[src/hw/rtl/bpf_pkg.sv]
// shared types and constants for the branch power flow pipeline
package bpf_pkg;

	// one operating point of the branch
	typedef struct packed {
		logic [15:0] volt_from;
		logic [15:0] volt_to;
		logic [15:0] angle_from;
		logic [15:0] angle_to;
	} point_t;

	// branch flows for one operating point, Q12.20
	typedef struct packed {
		logic signed [31:0] p_from_to;
		logic signed [31:0] p_to_from;
		logic signed [31:0] q_from_to;
		logic signed [31:0] q_to_from;
		logic signed [31:0] active_loss;
	} flow_t;

	// register map, word index
	typedef enum logic [1:0] {
		REG_G   = 2'd0,
		REG_B   = 2'd1,
		REG_BSH = 2'd2
	} reg_idx_t;

	// cordic datapath
	localparam int CORDIC_W  = 32;
	localparam int ATAN_DEPTH = 24;
	// 1/K in Q2.30, start value of x
	localparam logic signed [CORDIC_W-1:0] GAIN_Q30 = 32'sd652032874;

	// arctangent of 2^-i in units of 2^-32 turn
	localparam logic signed [CORDIC_W-1:0] ATAN_TURN [ATAN_DEPTH] = '{
		32'sd536870912, 32'sd316933405, 32'sd167458907, 32'sd85004756,
		32'sd42667331,  32'sd21354465,  32'sd10680862,  32'sd5337595,
		32'sd2670163,   32'sd1335087,   32'sd667544,    32'sd333772,
		32'sd166886,    32'sd83443,     32'sd41721,     32'sd20860,
		32'sd10430,     32'sd5215,      32'sd2607,      32'sd1303,
		32'sd651,       32'sd325,       32'sd162,       32'sd81
	};

	// side data carried along the cordic: reflect flag and both voltages
	localparam int SIDE_W = 33;

endpackage

[src/hw/rtl/bpf_cordic.sv]
// rotation-mode cordic pipeline, one micro-rotation per register stage
module bpf_cordic
	import bpf_pkg::*;
#(
	parameter int STAGES = 16
) (
	input  logic                       clk,
	input  logic [STAGES-1:0]          ld,
	input  logic signed [CORDIC_W-1:0] z_in,
	input  logic [SIDE_W-1:0]          side_in,
	output logic signed [CORDIC_W-1:0] cos_raw,
	output logic signed [CORDIC_W-1:0] sin_raw,
	output logic [SIDE_W-1:0]          side_out
);

	logic signed [CORDIC_W-1:0] x_s [STAGES];
	logic signed [CORDIC_W-1:0] y_s [STAGES];
	logic signed [CORDIC_W-1:0] z_s [STAGES];
	logic [SIDE_W-1:0]          side_s [STAGES];

	for (genvar k = 0; k < STAGES; k++) begin : g_stage
		logic signed [CORDIC_W-1:0] xp;
		logic signed [CORDIC_W-1:0] yp;
		logic signed [CORDIC_W-1:0] zp;
		logic signed [CORDIC_W-1:0] xsh;
		logic signed [CORDIC_W-1:0] ysh;
		logic [SIDE_W-1:0]          sp;

		// first stage starts from the gain-compensated unit vector
		if (k == 0) begin : g_first
			assign xp = GAIN_Q30;
			assign yp = '0;
			assign zp = z_in;
			assign sp = side_in;
		end else begin : g_next
			assign xp = x_s[k-1];
			assign yp = y_s[k-1];
			assign zp = z_s[k-1];
			assign sp = side_s[k-1];
		end

		assign xsh = xp >>> k;
		assign ysh = yp >>> k;

		// rotate toward zero residual angle
		always_ff @(posedge clk) begin
			if (ld[k]) begin
				if (!zp[CORDIC_W-1]) begin
					x_s[k] <= xp - ysh;
					y_s[k] <= yp + xsh;
					z_s[k] <= zp - ATAN_TURN[k];
				end else begin
					x_s[k] <= xp + ysh;
					y_s[k] <= yp - xsh;
					z_s[k] <= zp + ATAN_TURN[k];
				end
				side_s[k] <= sp;
			end
		end
	end

	assign cos_raw  = x_s[STAGES-1];
	assign sin_raw  = y_s[STAGES-1];
	assign side_out = side_s[STAGES-1];

endmodule

[config.mk]
export PLATFORM = sky130hd
export DESIGN_NAME = bpf_cordic
export DESIGN_NICKNAME = d
export VERILOG_FILES = /design/src/hw/rtl/bpf_pkg.sv /design/src/hw/rtl/bpf_cordic.sv
export SDC_FILE = /design/constraint.sdc
export NUM_CORES = 2
export LEC_CHECK = 0
export BUFFER_PORTS_ARGS = -buffer_cell sky130_fd_sc_hd__buf_4
export CORE_MARGIN = 1.5
export CORE_UTILIZATION = 27
export DETAILED_ROUTE_END_ITERATION = 6
export PLACE_DENSITY_LB_ADDON = 0.05
export SETUP_SLACK_MARGIN = 0.2
export SYNTH_ARGS = -nofsm -noshare
export SYNTH_HDL_FRONTEND = slang
export SYNTH_SLANG_ARGS = --single-unit
[constraint.sdc]
create_clock -name clk -period 9.4 [get_ports clk]
set_clock_uncertainty 0.2 [all_clocks]
set_input_delay 0.94 -clock clk [delete_from_list [all_inputs] [get_ports clk]]
set_output_delay 0.94 -clock clk [all_outputs]
set_load 0.005 [all_outputs]
==> results by group <==
Outcome
  – Outcome: completed

Layout
  – Fillers: ~50000
  – Leading cell type in the layout, fill and taps excluded: edfxtp_1
  – Area grow syn2layout: 13.7%
  – Most frequent cells in the layout: edfxtp_1 (1914), ha_1 (1407), a21oi_1 (1271)
  – NumNets Final: roughly 15000
  – Layout cells sized above 1: 5.77%

Clock tree
  – Clock root buffer: clkbuf_16
  – TritonCTS clock tree: built
  – Clock tree buffer depth: 4
  – # Post-CTS Setup Buffers: 0
  – Clock net sink count: 1914
  – Clock buffer count from CTS: around 240
  – Post-CTS Resized: 0
  – Hold Buf Count CTS: 69
  – Clock Latency Late Sink: about 1.0 ns
  – Clk slew on worst S/H paths: approximately 0.060 ns
  – CTS H-Tree Depth: 4

Synth
  – Post-synth EDFFs: 1914
  – Async S/R FF share, synth: 0%
  – Net Count, Synth: 14200
  – Post-synth top area cell: edfxtp_1
  – Register area share after synthesis: a little over two fifths
  – Ranking of synthesized cells by area: edfxtp_1 (43%), ha_1 (13%), xnor2_1 (7.4%), a21oi_1 (4.8%), xor2_1 (3.9%)
  – Mapped Area: approximately 0.13 sq mm
  – Most used DFF post-synth: edfxtp_1
  – Synth warn: 0
  – Yosys cell types: ~100
  – Post-Syn Instances: 12700
  – Seq cells post-synth: about 1900
  – Synthesized area per cell: between 10 and 15 sq um
  – Post-synth top area share: between 40% and 50%

Setup path
  – Critical path type: input pin to flop
  – WP data arrival: 6.53 ns
  – CP top delay family: compound AO/OA/AOI/OAI gates
  – R2R Path Start: y_s[0][67]
  – CP startpoint kind: input pin
  – Critical Path Most Common Cell: buf_4
  – Reg2reg setup slack: about 3.4 ns
  – Crit path capture type: flop
  – Critical path peak fanout: 45
  – Worst reg2reg endpoint: x_s[0][123]
  – Reg2Reg Depth: 16
  – CP bufs+invs: 5
  – Crit-path cells: dlygate4sd3_1 -> buf_6 -> nand2_1 -> buf_4 -> inv_2 -> buf_4 -> nor2_1 -> xor2_1 -> ha_1 -> a2111oi_1 -> o31ai_1 -> a41oi_1 -> o211ai_1 -> a31o_2 -> a21o_1 -> a41o_1 -> and3_1 -> o21ai_1 -> nor2b_1 -> xnor2_1
  – Data required, critical path: roughly 9.9 ns
  – Worst path max stage delay: approximately 0.56 ns
  – CP max-delay cell: a2111oi_1

STA
  – Relative slew margins: between 10% and 20%
  – Slew @ Worst Pin: between 1 and 1.5 ns
  – Fin crit period: about 6 ns
  – Fmax: between 0.15 and 0.2 GHz
  – Hold Violations, Final: 0
  – Max-slew violation count: 0
  – Tcrit/Tclk final: 63.8%
  – Final setup fails: 0
  – Final setup TNS: 0 ns
  – RSZ-0062 raised after global routing: false

Die
  – Die area: between 0.4 and 0.5 sq mm
  – Site Rows: around 260
  – Core area: 0.490 sq mm
  – Die Y-Extent: 705 microns
  – DIE WIDTH: approximately 710 microns
  – I/O pins: 179
  – Initial Util: a little over a quarter

Job
  – Max Cap Viol: 0

GRT
  – Largest net degree at the start of global routing: ~130
  – Gr usage total: between 10% and 20%
  – Total grt overflow: 0
  – Initial antenna violation count: 10
  – Vias in the first global route: 97200
  – First-pass GRT wire length: between 600000 and 700000 microns

Worst hold path
  – Hold endpoint: side_s[0][92]
  – Hold depth: 0
  – Hold path startpoint: side_s[0][59]
  – Hold Path Class: flop to flop

Drt
  – DRC: 0
  – Met3 wire length: 11100 microns
  – Highest Signal Layer: met4
  – Post-DRT Antenna Nets: 0
  – Via density per instance: 4.91
  – DR vias: just under 100k
  – Met1 wire length: roughly 180000 microns
  – Initial DRC count: 5599
  – Post-Route WL: ~410000 microns
  – Met2 Wirelength: ~200000 microns
  – Routed length per placed instance: slightly above 20 microns
  – DR pass1 iterations: 6

Placement
  – Port Buffers: roughly 180
  – GPL Wtd Cong: around 0.85
  – Detail Placement HPWL: 323000 microns
-- cell usage after synthesis, types with 216 or more instances --
cell type / number
xor2_1: 594
o21ai_0: 664
a21o_1: 622
edfxtp_1: 1914
nand2_1: 692
inv_1: 472
nand3_1: 216
a21oi_1: 1271
xnor2_1: 1121
nor2_1: 962
nor3_1: 272
ha_1: 1407
-- state kept, by name, summed over array words and instances, names as in the netlist --
register and cells:
z_s 449, side_s 528, x_s 456, y_s 481
-- routing by layer --
layer | global-route usage (%) | vias to the layer above
met3 | 1.40 | 471
met4 | 3.86 | 0
li1 | - | 48100
met5 | 0 | -
met1 | 20.2 | 46800
met2 | 28.4 | 1475
-- worst reg2reg max path, cell delays in order (launching register included) --
cell       delay [ns]
edfxtp_1         0.50
or3_1            0.47
nor3_1           0.34
nor4bb_1         0.97
a21oi_1          0.21
xor2_1           0.19
ha_1             0.38
a21o_1           0.19
a21oi_1          0.13
o21ai_0          0.13
a2111oi_0        0.75
or3_1            0.28
nand2_1          0.12
a22o_1           0.23
or2_2            0.30
a41oi_1          0.24
xnor2_1          0.09
-- worst max-delay path by stage --
stage,end,cells past startpoint,from
3_5_place_dp,x_s[1][158],18,ld[12]
6_report,x_s[0][220],20,ld[6]
2_1_floorplan,x_s[1][158],16,ld[12]
3_3_place_gp,x_s[1][158],18,ld[12]
4_1_cts,x_s[0][126],15,y_s[0][67]
5_1_grt,x_s[0][126],15,y_s[0][67]
-- cell families after synthesis --
group	count (synthesis)	synth area share (%)
compound gates	3748	17.9
simple gates	3075	11.1
flops	1914	43.2
xor+xnor	1716	11.3
fa+ha+maj	1453	13.9
buf+inv	663	1.89
mux	97	0.760
-- per-stage QoR --
| step | std cells | worst slack (ns) | hold slack [ns] | utilization, % | instance area [sq um] |
|---|---|---|---|---|---|
| finish | 19700 | 3.40 | 0.127 | 30.9 | 151000 |
| global route | 19700 | 2.80 | 0.0525 | 30.9 | 151000 |
| CTS | 19700 | 3.26 | 0.0139 | 30.9 | 151000 |
| detailed placement | 19200 | 2.86 | 0.205 | 29.1 | 143000 |
| global placement | 19200 | 2.71 | 0.201 | 29.1 | 143000 |
| floorplan | 12700 | 3.91 | 0.200 | - | 133000 |
-- cell type report --
class | count | area (sq um) | area share [%]
antenna | 3 | 7.51 | 0.00496
clock buffer | 288 | 6270 | 4.14
clock inverter | 165 | 1880 | 1.24
inverter | 479 | 1800 | 1.19
multi-input combinational | 10100 | 73100 | 48.3
sequential | 1914 | 57500 | 38.0
tap | 6475 | 8100 | 5.35
timing repair buffer | 318 | 2690 | 1.78
Power is left out: the tool's default activity adds up to more than one toggle a clock period on the data nets, which glitch-free logic cannot reach.
